### config.mk
export PLATFORM = sky130hd
export DESIGN_NAME = lru_bank_slot_cache_top
export DESIGN_NICKNAME = d
export VERILOG_FILES = /design/src/hw/rtl/lbsc_pkg.sv /design/src/hw/rtl/lbsc_slot_store.sv /design/src/hw/rtl/lru_bank_slot_cache_top.sv
export VERILOG_INCLUDE_DIRS = /design/src /design/src/hw/rtl
export SDC_FILE = /design/constraint.sdc
export NUM_CORES = 1
export LEC_CHECK = 0
export BUFFER_PORTS_ARGS = -buffer_cell sky130_fd_sc_hd__buf_2
export CAP_MARGIN = 0
export CORE_UTILIZATION = 55
export CTS_CLUSTER_DIAMETER = 200
export DETAILED_ROUTE_END_ITERATION = 8
export HOLD_SLACK_MARGIN = 0.1
export PLACE_DENSITY = 0.72
export RECOVER_POWER = 100
export SYNTH_ARGS = -nofsm -noshare
export SYNTH_HDL_FRONTEND = slang
export SYNTH_SLANG_ARGS = --single-unit
### constraint.sdc
create_clock -name aclk -period 16.4 [get_ports aclk]
set_input_delay 0.82 -clock aclk [delete_from_list [all_inputs] [get_ports aclk]]
set_output_delay 0.82 -clock aclk [all_outputs]
set_load 0.05 [all_outputs]
### src/hw/rtl/assert_macros.svh
// Assertion helpers shared by the RTL. Every property is clocked on the rising
// edge and disabled while the active-low reset is asserted.
`ifndef ASSERT_MACROS_SVH
`define ASSERT_MACROS_SVH

// The expression must hold at every clock edge.
`define ASSERT_ALWAYS(lbl, clk, rst_n, expr, msg) \
    lbl: assert property (@(posedge clk) disable iff (!rst_n) (expr)) else $error(msg);

// The consequent must hold in the same cycle as the antecedent.
`define ASSERT_IMPLY(lbl, clk, rst_n, ante, cons, msg) \
    lbl: assert property (@(posedge clk) disable iff (!rst_n) (ante) |-> (cons)) \
        else $error(msg);

// The consequent must hold in the cycle after the antecedent.
`define ASSERT_NEXT(lbl, clk, rst_n, ante, cons, msg) \
    lbl: assert property (@(posedge clk) disable iff (!rst_n) (ante) |=> (cons)) \
        else $error(msg);

`endif

### src/hw/rtl/lbsc_pkg.sv
package lbsc_pkg;

    localparam int NUM_SLOTS = 8;
    localparam int SLOT_W    = (NUM_SLOTS > 1) ? $clog2(NUM_SLOTS) : 1;
    localparam int CNT_W     = SLOT_W + 1;

    localparam logic [7:0]  EMPTY_ID       = 8'hFF;
    localparam logic [15:0] MAX_BANK_BYTES = 16'd32768;

    localparam logic [1:0] MODE_ACCESS = 2'd0;
    localparam logic [1:0] MODE_CLEAR  = 2'd1;
    localparam logic [1:0] MODE_QUERY  = 2'd2;

    localparam logic [1:0] CFG_SLOTS_IN_USE = 2'd0;
    localparam logic [1:0] CFG_BANK_BYTES   = 2'd1;

    typedef enum logic [1:0] {
        ST_IDLE,
        ST_SCAN,
        ST_RESP
    } lbsc_state_t;

    // Write request into the slot store.
    typedef struct packed {
        logic              clear;
        logic              en;
        logic              set_bank;
        logic [SLOT_W-1:0] addr;
        logic [7:0]        bank;
        logic [31:0]       stamp;
    } lbsc_slot_wr_t;

    // Contents of the slot selected by the read address.
    typedef struct packed {
        logic        valid;
        logic [7:0]  bank;
        logic [31:0] stamp;
    } lbsc_slot_rd_t;

endpackage

### src/hw/rtl/lbsc_slot_store.sv
module lbsc_slot_store
    import lbsc_pkg::*;
(
    input  logic              aclk,
    input  logic              aresetn,
    input  lbsc_slot_wr_t     wr,
    input  logic [SLOT_W-1:0] rd_addr,
    output lbsc_slot_rd_t     rd
);

    logic [NUM_SLOTS-1:0] valid_reg;
    logic [7:0]           bank_id_reg [NUM_SLOTS];
    logic [31:0]          stamp_reg   [NUM_SLOTS];

    always_ff @(posedge aclk) begin
        if (!aresetn) begin
            valid_reg <= '0;
        end else if (wr.clear) begin
            valid_reg <= '0;
        end else if (wr.en && wr.set_bank) begin
            valid_reg[wr.addr] <= 1'b1;
        end
    end

    // Bank ids and stamps of empty slots are never used, so they carry no reset.
    always_ff @(posedge aclk) begin
        if (wr.en) begin
            stamp_reg[wr.addr] <= wr.stamp;
            if (wr.set_bank) begin
                bank_id_reg[wr.addr] <= wr.bank;
            end
        end
    end

    assign rd.valid = valid_reg[rd_addr];
    assign rd.bank  = valid_reg[rd_addr] ? bank_id_reg[rd_addr] : EMPTY_ID;
    assign rd.stamp = stamp_reg[rd_addr];

endmodule

### src/hw/rtl/lru_bank_slot_cache_top.sv
// Fully associative cache of ROM bank slots with least-recently-used
// replacement by 32-bit timestamps. An access transaction is accepted, walks
// the slots one per cycle with a single compare unit (bank match, first empty
// slot, least stamp), then updates the slot and registers the result. A miss
// walks every slot in use; a hit stops the walk at the matching slot.
// Invalidate and query transactions skip the walk. A new transaction is
// accepted only once the previous one has been placed in the output register;
// a result may wait there for m_ready while the next transaction is accepted.
// On a miss the fetch offset is bank_id times the bank size in bytes, with the
// bank size limited to 32768. Configuration writes take effect at once and must
// only be issued while the block is idle.
`include "assert_macros.svh"

module lru_bank_slot_cache_top
    import lbsc_pkg::*;
(
    input  logic        aclk,
    input  logic        aresetn,

    input  logic        cfg_wr_en,
    input  logic [1:0]  cfg_index,
    input  logic [15:0] cfg_data,

    input  logic        s_valid,
    output logic        s_ready,
    input  logic [1:0]  s_mode,
    input  logic [7:0]  s_bank_id,
    input  logic        s_rom_kind,
    input  logic [2:0]  s_slot_select,

    output logic        m_valid,
    input  logic        m_ready,
    output logic [2:0]  m_slot,
    output logic        m_hit,
    output logic        m_fetch,
    output logic        m_fetch_rom,
    output logic [22:0] m_fetch_offset,
    output logic [7:0]  m_slot_bank
);

    lbsc_state_t state_reg, state_next;

    logic [3:0]        slots_cfg_reg;
    logic [15:0]       bank_bytes_reg;
    logic [31:0]       tick_reg, tick_next;
    logic [1:0]        mode_reg, mode_next;
    logic [7:0]        bank_reg, bank_next;
    logic              rom_reg, rom_next;
    logic [2:0]        sel_reg, sel_next;
    logic [SLOT_W-1:0] idx_reg, idx_next;
    logic              hit_reg, hit_next;
    logic              inv_reg, inv_next;
    logic [SLOT_W-1:0] cand_reg, cand_next;
    logic [31:0]       min_reg, min_next;

    logic              m_valid_reg, m_valid_next;
    logic [2:0]        m_slot_reg, m_slot_next;
    logic              m_hit_reg, m_hit_next;
    logic              m_fetch_reg, m_fetch_next;
    logic              m_fetch_rom_reg, m_fetch_rom_next;
    logic [22:0]       m_fetch_offset_reg, m_fetch_offset_next;
    logic [7:0]        m_slot_bank_reg, m_slot_bank_next;

    logic [CNT_W-1:0]  n_eff;
    logic              last_slot;
    logic [15:0]       size_eff;
    logic [23:0]       offset_full;
    logic              out_free;

    lbsc_slot_wr_t     wr;
    lbsc_slot_rd_t     rd;

    lbsc_slot_store u_store (
        .aclk    (aclk),
        .aresetn (aresetn),
        .wr      (wr),
        .rd_addr (idx_reg),
        .rd      (rd)
    );

    always_ff @(posedge aclk) begin
        if (!aresetn) begin
            slots_cfg_reg  <= 4'd8;
            bank_bytes_reg <= 16'd8192;
        end else if (cfg_wr_en) begin
            unique case (cfg_index)
                CFG_SLOTS_IN_USE: slots_cfg_reg  <= cfg_data[3:0];
                CFG_BANK_BYTES:   bank_bytes_reg <= cfg_data;
                default: ;
            endcase
        end
    end

    always_comb begin
        if (slots_cfg_reg == 4'd0) begin
            n_eff = CNT_W'(1);
        end else if (32'(slots_cfg_reg) > NUM_SLOTS) begin
            n_eff = CNT_W'(NUM_SLOTS);
        end else begin
            n_eff = CNT_W'(slots_cfg_reg);
        end
    end

    assign last_slot   = ({1'b0, idx_reg} + CNT_W'(1)) == n_eff;
    assign size_eff    = (bank_bytes_reg > MAX_BANK_BYTES) ? MAX_BANK_BYTES : bank_bytes_reg;
    assign offset_full = 24'(bank_reg) * 24'(size_eff);
    assign out_free    = !m_valid_reg || m_ready;

    always_ff @(posedge aclk) begin
        if (!aresetn) begin
            state_reg   <= ST_IDLE;
            tick_reg    <= '0;
            m_valid_reg <= 1'b0;
        end else begin
            state_reg   <= state_next;
            tick_reg    <= tick_next;
            m_valid_reg <= m_valid_next;
        end
    end

    always_ff @(posedge aclk) begin
        mode_reg           <= mode_next;
        bank_reg           <= bank_next;
        rom_reg            <= rom_next;
        sel_reg            <= sel_next;
        idx_reg            <= idx_next;
        hit_reg            <= hit_next;
        inv_reg            <= inv_next;
        cand_reg           <= cand_next;
        min_reg            <= min_next;
        m_slot_reg         <= m_slot_next;
        m_hit_reg          <= m_hit_next;
        m_fetch_reg        <= m_fetch_next;
        m_fetch_rom_reg    <= m_fetch_rom_next;
        m_fetch_offset_reg <= m_fetch_offset_next;
        m_slot_bank_reg    <= m_slot_bank_next;
    end

    always_comb begin
        state_next          = state_reg;
        tick_next           = tick_reg;
        mode_next           = mode_reg;
        bank_next           = bank_reg;
        rom_next            = rom_reg;
        sel_next            = sel_reg;
        idx_next            = idx_reg;
        hit_next            = hit_reg;
        inv_next            = inv_reg;
        cand_next           = cand_reg;
        min_next            = min_reg;
        m_valid_next        = m_valid_reg && !m_ready;
        m_slot_next         = m_slot_reg;
        m_hit_next          = m_hit_reg;
        m_fetch_next        = m_fetch_reg;
        m_fetch_rom_next    = m_fetch_rom_reg;
        m_fetch_offset_next = m_fetch_offset_reg;
        m_slot_bank_next    = m_slot_bank_reg;
        s_ready             = 1'b0;
        wr                  = '0;

        unique case (state_reg)
            ST_IDLE: begin
                s_ready = 1'b1;
                if (s_valid) begin
                    mode_next  = s_mode;
                    bank_next  = s_bank_id;
                    rom_next   = s_rom_kind;
                    sel_next   = s_slot_select;
                    hit_next   = 1'b0;
                    inv_next   = 1'b0;
                    cand_next  = '0;
                    state_next = ST_RESP;
                    unique case (s_mode)
                        MODE_ACCESS: begin
                            tick_next  = tick_reg + 32'd1;
                            idx_next   = '0;
                            state_next = ST_SCAN;
                        end
                        MODE_CLEAR: begin
                            tick_next = '0;
                            wr.clear  = 1'b1;
                        end
                        MODE_QUERY: begin
                            idx_next = SLOT_W'(s_slot_select);
                        end
                        default: ;
                    endcase
                end
            end

            ST_SCAN: begin
                // One slot per cycle: a match ends the walk, otherwise the first
                // empty slot wins over the least stamp (lowest index on a tie).
                if (rd.valid && rd.bank == bank_reg) begin
                    hit_next   = 1'b1;
                    cand_next  = idx_reg;
                    state_next = ST_RESP;
                end else begin
                    if (!rd.valid && !inv_reg) begin
                        inv_next  = 1'b1;
                        cand_next = idx_reg;
                    end else if (rd.valid && !inv_reg &&
                                 (idx_reg == '0 || rd.stamp < min_reg)) begin
                        cand_next = idx_reg;
                        min_next  = rd.stamp;
                    end
                    if (last_slot) begin
                        state_next = ST_RESP;
                    end else begin
                        idx_next = idx_reg + SLOT_W'(1);
                    end
                end
            end

            ST_RESP: begin
                if (out_free) begin
                    m_valid_next        = 1'b1;
                    m_slot_next         = '0;
                    m_hit_next          = 1'b0;
                    m_fetch_next        = 1'b0;
                    m_fetch_rom_next    = 1'b0;
                    m_fetch_offset_next = '0;
                    m_slot_bank_next    = '0;
                    state_next          = ST_IDLE;
                    unique case (mode_reg)
                        MODE_ACCESS: begin
                            wr.en       = 1'b1;
                            wr.set_bank = !hit_reg;
                            wr.addr     = cand_reg;
                            wr.bank     = bank_reg;
                            wr.stamp    = tick_reg;
                            m_slot_next      = 3'(cand_reg);
                            m_hit_next       = hit_reg;
                            m_fetch_next     = !hit_reg;
                            m_slot_bank_next = bank_reg;
                            if (!hit_reg) begin
                                m_fetch_rom_next    = rom_reg;
                                m_fetch_offset_next = offset_full[22:0];
                            end
                        end
                        MODE_QUERY: begin
                            m_slot_next = sel_reg;
                            if (32'(sel_reg) < 32'(n_eff)) begin
                                m_slot_bank_next = rd.bank;
                            end
                        end
                        default: ;
                    endcase
                end
            end

            default: begin
                state_next = ST_IDLE;
            end
        endcase
    end

    assign m_valid        = m_valid_reg;
    assign m_slot         = m_slot_reg;
    assign m_hit          = m_hit_reg;
    assign m_fetch        = m_fetch_reg;
    assign m_fetch_rom    = m_fetch_rom_reg;
    assign m_fetch_offset = m_fetch_offset_reg;
    assign m_slot_bank    = m_slot_bank_reg;

    `ASSERT_IMPLY(a_hit_xor_fetch, aclk, aresetn, m_valid, !(m_hit && m_fetch), "hit and fetch both set")
    `ASSERT_IMPLY(a_hit_no_fetch_data, aclk, aresetn, m_valid && m_hit, m_fetch_offset == '0 && !m_fetch_rom, "fetch data on a hit")
    `ASSERT_IMPLY(a_scan_in_range, aclk, aresetn, state_reg == ST_SCAN, CNT_W'(idx_reg) < n_eff, "scan index beyond slots in use")
    `ASSERT_NEXT(a_busy_after_accept, aclk, aresetn, s_valid && s_ready, !s_ready, "ready right after an accepted transaction")

endmodule

==> Yosys cells after proc, flatten, opt, wreduce, memory -nomap -nowiden <==
Memory sizes are Yosys's and may differ from the RTL's. A register that Yosys moved wholly into a read port is not among the register bits.
Index checks and enable logic that the tools add are counted.
{ "word_totals": {"reg_bits": 154, "ram_bits": 320, "input_bits": 37, "out_inout_bits": 39, "elab_cells": 141, "mem_count": 2} }
{ "op_classes": {"n_addsub": 3, "mul": 1, "n_lt_le_gt_ge": 7, "n_eq_ne": 17, "muxes": 50, "n_bitwise": 5, "reduce_logical": 35} }
{ "memory_table": {"columns": ["name", "words", "word_bits", "rd", "rd_clocked_by_memory_dff", "wr", "line", "text"], "rows": [
  ["u_store.stamp_reg", 8, 32, 1, 1, 1, "lbsc_slot_store.sv:13", "logic [31:0] stamp_reg [NUM_SLOTS];"],
  ["u_store.bank_id_reg", 8, 8, 1, 1, 1, "lbsc_slot_store.sv:12", "logic [7:0] bank_id_reg [NUM_SLOTS];"]
]} }
{ "ops": {"columns": ["operator", "count"], "rows": [
  ["2-to-1 mux 45 bit", 3],
  ["case mux 32 bit (2 select lines)", 1],
  ["adder 32 x 1 -> 32 bit, second input constant", 1],
  ["less-than comparator 32 bit", 1],
  ["2-to-1 mux 3 bit", 9],
  ["case mux 3 bit (2 select lines)", 4],
  ["multiplier 8 x 16 -> 23 bit", 1],
  ["2-to-1 mux 1 bit", 17],
  ["> comparator 16 bit, second input constant", 1],
  ["2-to-1 mux 16 bit", 1],
  ["2-to-1 mux 8 bit", 2],
  ["case mux 8 bit (2 select lines)", 1],
  ["inequality test 2 bit, second input constant", 6],
  ["AND reduction 3 bit", 4],
  ["2-to-1 mux 2 bit", 5],
  ["equality test 8 bit", 1],
  ["zero test 2 bit", 4],
  ["less-than comparator 3 x 4 -> 1 bit, second input constant", 2],
  ["2-to-1 mux 4 bit", 2],
  ["bitwise OR 8 bit", 1],
  ["AND reduction 2 bit", 4],
  ["AND reduction 4 bit", 2],
  ["logical AND 1 bit", 7],
  ["equality test 2 x 1 -> 1 bit, second input constant", 3],
  ["22 further kinds", 35]
]} }

==> Longest topological paths before layout <==
{ "depth": {"depth_word": 9, "ltp_mapped": 21, "mapped_depth_nobuf": 20} }

==> Modules after synthesis <==
A second synthesis with hierarchy kept.
{ "unflattened": {"hier_cells": 1631, "area_unflattened_um2": 23580.1} }
{ "modules_own_cells": {"columns": ["mod", "n_inst", "cells_each", "area_each_um2", "seq_area_each_um2"], "rows": [
  ["lbsc_slot_store", 1, 515, 12677.2, 9769.4],
  ["lru_bank_slot_cache_top", 1, 1116, 10903.0, 3833.7]
]} }

==> Worst setup path before layout <==
OpenSTA, ideal clock, no wires.
{ "synth_timing": {"path_type": "reg2reg", "from": "reg bank_bytes_reg[15]", "to": "reg m_fetch_offset_reg[21], in the netlist m_fetch_offset[21], data pin", "setup_time_ps": 259, "t_arrival_ps": 5175, "required_time_ps": 16141, "slack_ps": 10966, "stages_incl_launch_ff": 21, "path_buffers": 1, "synth_period_minus_slack_ps": 5434, "path_cell_list": "dfxtp_1 > clkbuf_1 > inv_2 > a41oi_1 > nor2b_1 > and2_1 > fa_1 > inv_1 > fa_1 > inv_1 > fa_1 > inv_1 > fa_1 > inv_1 > ha_1 > or4_1 > o21ai_1 > o211ai_1 > a31oi_1 > nor4_1 > a211o_1"} }
{ "synth_between": {"elab_chain_cells": 3} }
{ "synth_rtl": {"columns": ["element", "line", "text"], "rows": [
  ["from (decl)", "lru_bank_slot_cache_top.sv:44", "logic [15:0] bank_bytes_reg;"],
  ["from (signal assigned)", "lru_bank_slot_cache_top.sv:88", "CFG_BANK_BYTES: bank_bytes_reg <= cfg_data;"],
  ["> comparator 16 bit", "lru_bank_slot_cache_top.sv:105", "assign size_eff = (bank_bytes_reg > MAX_BANK_BYTES) ? MAX_BANK_BYTES : bank_bytes_reg;"],
  ["2-to-1 mux 16 bit (*)", "lru_bank_slot_cache_top.sv:105", null],
  ["multiplier 8 x 16 -> 23 bit (*)", "lru_bank_slot_cache_top.sv:106", "assign offset_full = 24'(bank_reg) * 24'(size_eff);"],
  ["to (signal assigned)", "lru_bank_slot_cache_top.sv:135", "m_fetch_offset_reg <= m_fetch_offset_next;"],
  ["to (decl)", "lru_bank_slot_cache_top.sv:61", "logic [22:0] m_fetch_offset_reg, m_fetch_offset_next;"]
]} }
Every way passes the cells marked *; elsewhere a longest branch is shown, timed or not.
A chain may end at the register's enable or synchronous reset.

==> results.md <==
* Final instance area at 0.0258 mm2
* Die Width at 208 um
* Drt initial violations at 928
* Synth area leader: edfxtp_1
* Most common cell after layout, fill and taps aside: edfxtp_1
* Outcome: finished, violations left
* Number of distinct library cells after synthesis at 65
* Max-slew violations at 497
* Syn. warnings at 0
* WP data arrival at 10.13 ns
* Final net count at 1,903
* Chip Height at 208 um
* Buffers added on ports at 75
* TritonCTS buffer count at 48
* GR Util All Layers at 22.7%
* CP delay by family, top: simple AND/OR/NAND/NOR gates
* EDFF count, synth at 411
* Min Tclk post-route at 10.01 ns
* Placed cell areas at 0.0244 mm2
* Hold-fix buffers, CTS at 0
* RSZ-0062 raised after global routing: no
* N_diodes at 0
* Number of global-route vias before repair at 13,919
* Combinational share of power at 10.4%
* Synth area leaders: edfxtp_1 53%, mux4_2 7.9%, fa_1 7.1%
* ANT nets after route at 0
* Worst Setup End Kind: flop
* Final Cycle Share at 61.1%
* Worst setup SP type: flop
* Clk sinks at 477
* Area Overhead vs Synth at 10.3%
* PD cells at 107 mW/mm2
* Synth Instances at 1,631
* F_max at 0.0999 GHz
* Met2 GRT Util at 37.7%
* Global Route met3 Usage at 3.34%
* Max transition margin at -107%
* Clock Power Share at 40.4%
* Sw Ratio at 23.7%
* Clock Skew at 0.0261 ns
* WP buf/inv at 1
* Top Ports at 76
* Synth Cell Area at 0.0234 mm2
* Core area at 0.0419 mm2
* Clock-pin slew on the worst setup and hold paths at 0.06 ns
* H-tree levels at 2
* Largest net degree at the start of global routing at 53
* # setup viols final at 0
* CP dominant cell by count: nor2_1
* TNS Setup at 0 ns
* Largest register FFs at 256
* Avg Inst Size Synth at 14.3 um2
* Initial antenna violation count at 0
* CTS Buffer Depth at 3
* Via count at 13,305
* Worst EP required at 16.52 ns
* CTS root buf: clkbuf_16
* WL final at 47.9 mm
* Gr ovfl total at 0
* Net Count, Synth at 1,829
* Slowest stage cell, crit path: dfxtp_1
* CTS tree: done
* Reg power frac at 49.2%
* Routing usage on met1 at 30.9%
* Starting Density at 55.7%
* DP Cell Count at 2,194
* Commonest cells after routing, fill and taps aside: 411 x edfxtp_1, 132 x inv_1, 114 x and2_1
* Hold WC Path Type: input pin to flop
* Leak at 9.41 nW
* Postcts setup bufs at 0
* Register area share after synthesis at 58.5%
* Via density at 5.83
* Max-Cap Viols at 18
* Routed wire per std cell at 21.0 um
* Endpoints failing hold at 0
* CP peak stage delay at 2.37 ns
* Worst-Margin Slew at 3.09 ns
* Pint at 2.11 mW
* Sw power at 0.657 mW
* Share of cells above drive strength 1 at 12.1%
* Clk_lat worst skew at 0.60 ns
* Drt pass-1 iters at 5
* Fin util at 61.4%
* Failing checks: max-capacitance violations, max-slew violations
* Post-synth top area share at 52.8%
* Busiest grt layer: met2
* Post-route DRC at 0
* CP Max Fanout at 42
* Peak VDD IR at 0.0998 mV
* Post-CTS Resized at 0
* Post-route insts no fill at 2,284
* Ys async rst share at 0%
* Cells along the critical path: clkbuf_1 -> mux4_2 -> mux2_1 -> ha_1 -> a21oi_1 -> nor2_1 -> o41ai_1 -> nand4b_1 -> o221ai_1 -> nand2_1 -> nor2_1
* Crit Path Category: flop to flop
* First-pass GRT wire length at 75.9 mm
* Row count at 75
* Prevailing post-synth register cell: edfxtp_1
* DPL Wire Length at 30.2 mm
* Die ar. at 0.0433 mm2
* Number of synthesized register bits at 477
* GP Congestion at 0.846
-- Yosys cell counts (4+ instances only) --
cell and count:
a211oi_1 5, a21boi_1 16, a21o_1 10, a21oi_1 23, a22o_1 10, a31oi_1 4
and2_1 123, and3_1 51, and4_1 5, buf_2 10, clkbuf_1 53, dfxtp_1 66
edfxtp_1 411, fa_1 83, ha_1 78, inv_1 130, inv_2 5, mux2_2 32
mux2i_1 13, mux4_2 82, nand2_1 96, nand2b_1 5, nand3_1 24, nand4_1 15
nor2_1 96, nor2b_1 21, nor3_1 20, nor3b_1 4, nor4_1 6, o211ai_1 6
o21ai_0 11, o21ai_1 10, xnor2_1 25, xor2_1 31
-- layer usage --
| layer | vias up | routed length [um] | part of all wire [%] |
|---|---|---|---|
| met5 | - | 0 | 0 |
| met4 | 0 | 1300 | 2.7 |
| met3 | 81 | 2390 | 5.0 |
| met2 | 357 | 23400 | 49 |
| met1 | 6825 | 20800 | 43 |
| li1 | 6042 | - | - |
-- metrics by stage --
stage / power [mW] / setup slack (ns) / hold slack, ns
global placement: 1.67 / 10.46 / 0.445
CTS: 2.79 / 10.25 / 0.368
floorplan: 1.60 / 10.97 / 0.435
detailed placement: 1.68 / 10.31 / 0.459
finish: 2.77 / 6.39 / 0.396
global route: 2.86 / 5.51 / 0.375
-- cells by family after synthesis --
kind of cell	Yosys count	share of synthesized area, %
compound gates	117	3.47
xor+xnor	56	2.10
fa+ha+maj	161	11.3
buf+inv	204	3.40
flops	477	58.5
mux	132	10.4
simple gates	484	10.9
-- worst paths after layout --
kind                                                   endpoint                             from  slack (ns)  cells after the start
worst max-delay path                      min_reg[14]$_DFFE_PP_                             flop        6.39                     11
worst min-delay path                          rom_reg$_DFFE_PP_                       s_rom_kind        0.40                      1
worst max register to register            min_reg[14]$_DFFE_PP_                             flop        6.39                     11
worst min register to register  bank_bytes_reg[12]$_SDFFE_PN0P_  bank_bytes_reg[12]$_SDFFE_PN0P_        0.47                      2
-- power by group through the flow --
stage / logic, mW / registers (mW) / clock network [mW]
after detailed placement: 0.293 / 1.39 / 0
after CTS: 0.296 / 1.36 / 1.14
after global routing: 0.318 / 1.36 / 1.18
after global placement: 0.287 / 1.39 / 0
after floorplan: 0.226 / 1.38 / 0
final: 0.287 / 1.36 / 1.12
-- final cells by class --
class                   count  area (um2)
fillers                  3114       16200
flip-flops and latches    477       13700
multi-input cells         950        8900
clock buffers              67        1350
well taps                 539         674
inverters                 136         510
repair buffers             92         394
clock inverters            23         283
(Power assumes the default switching activity.)
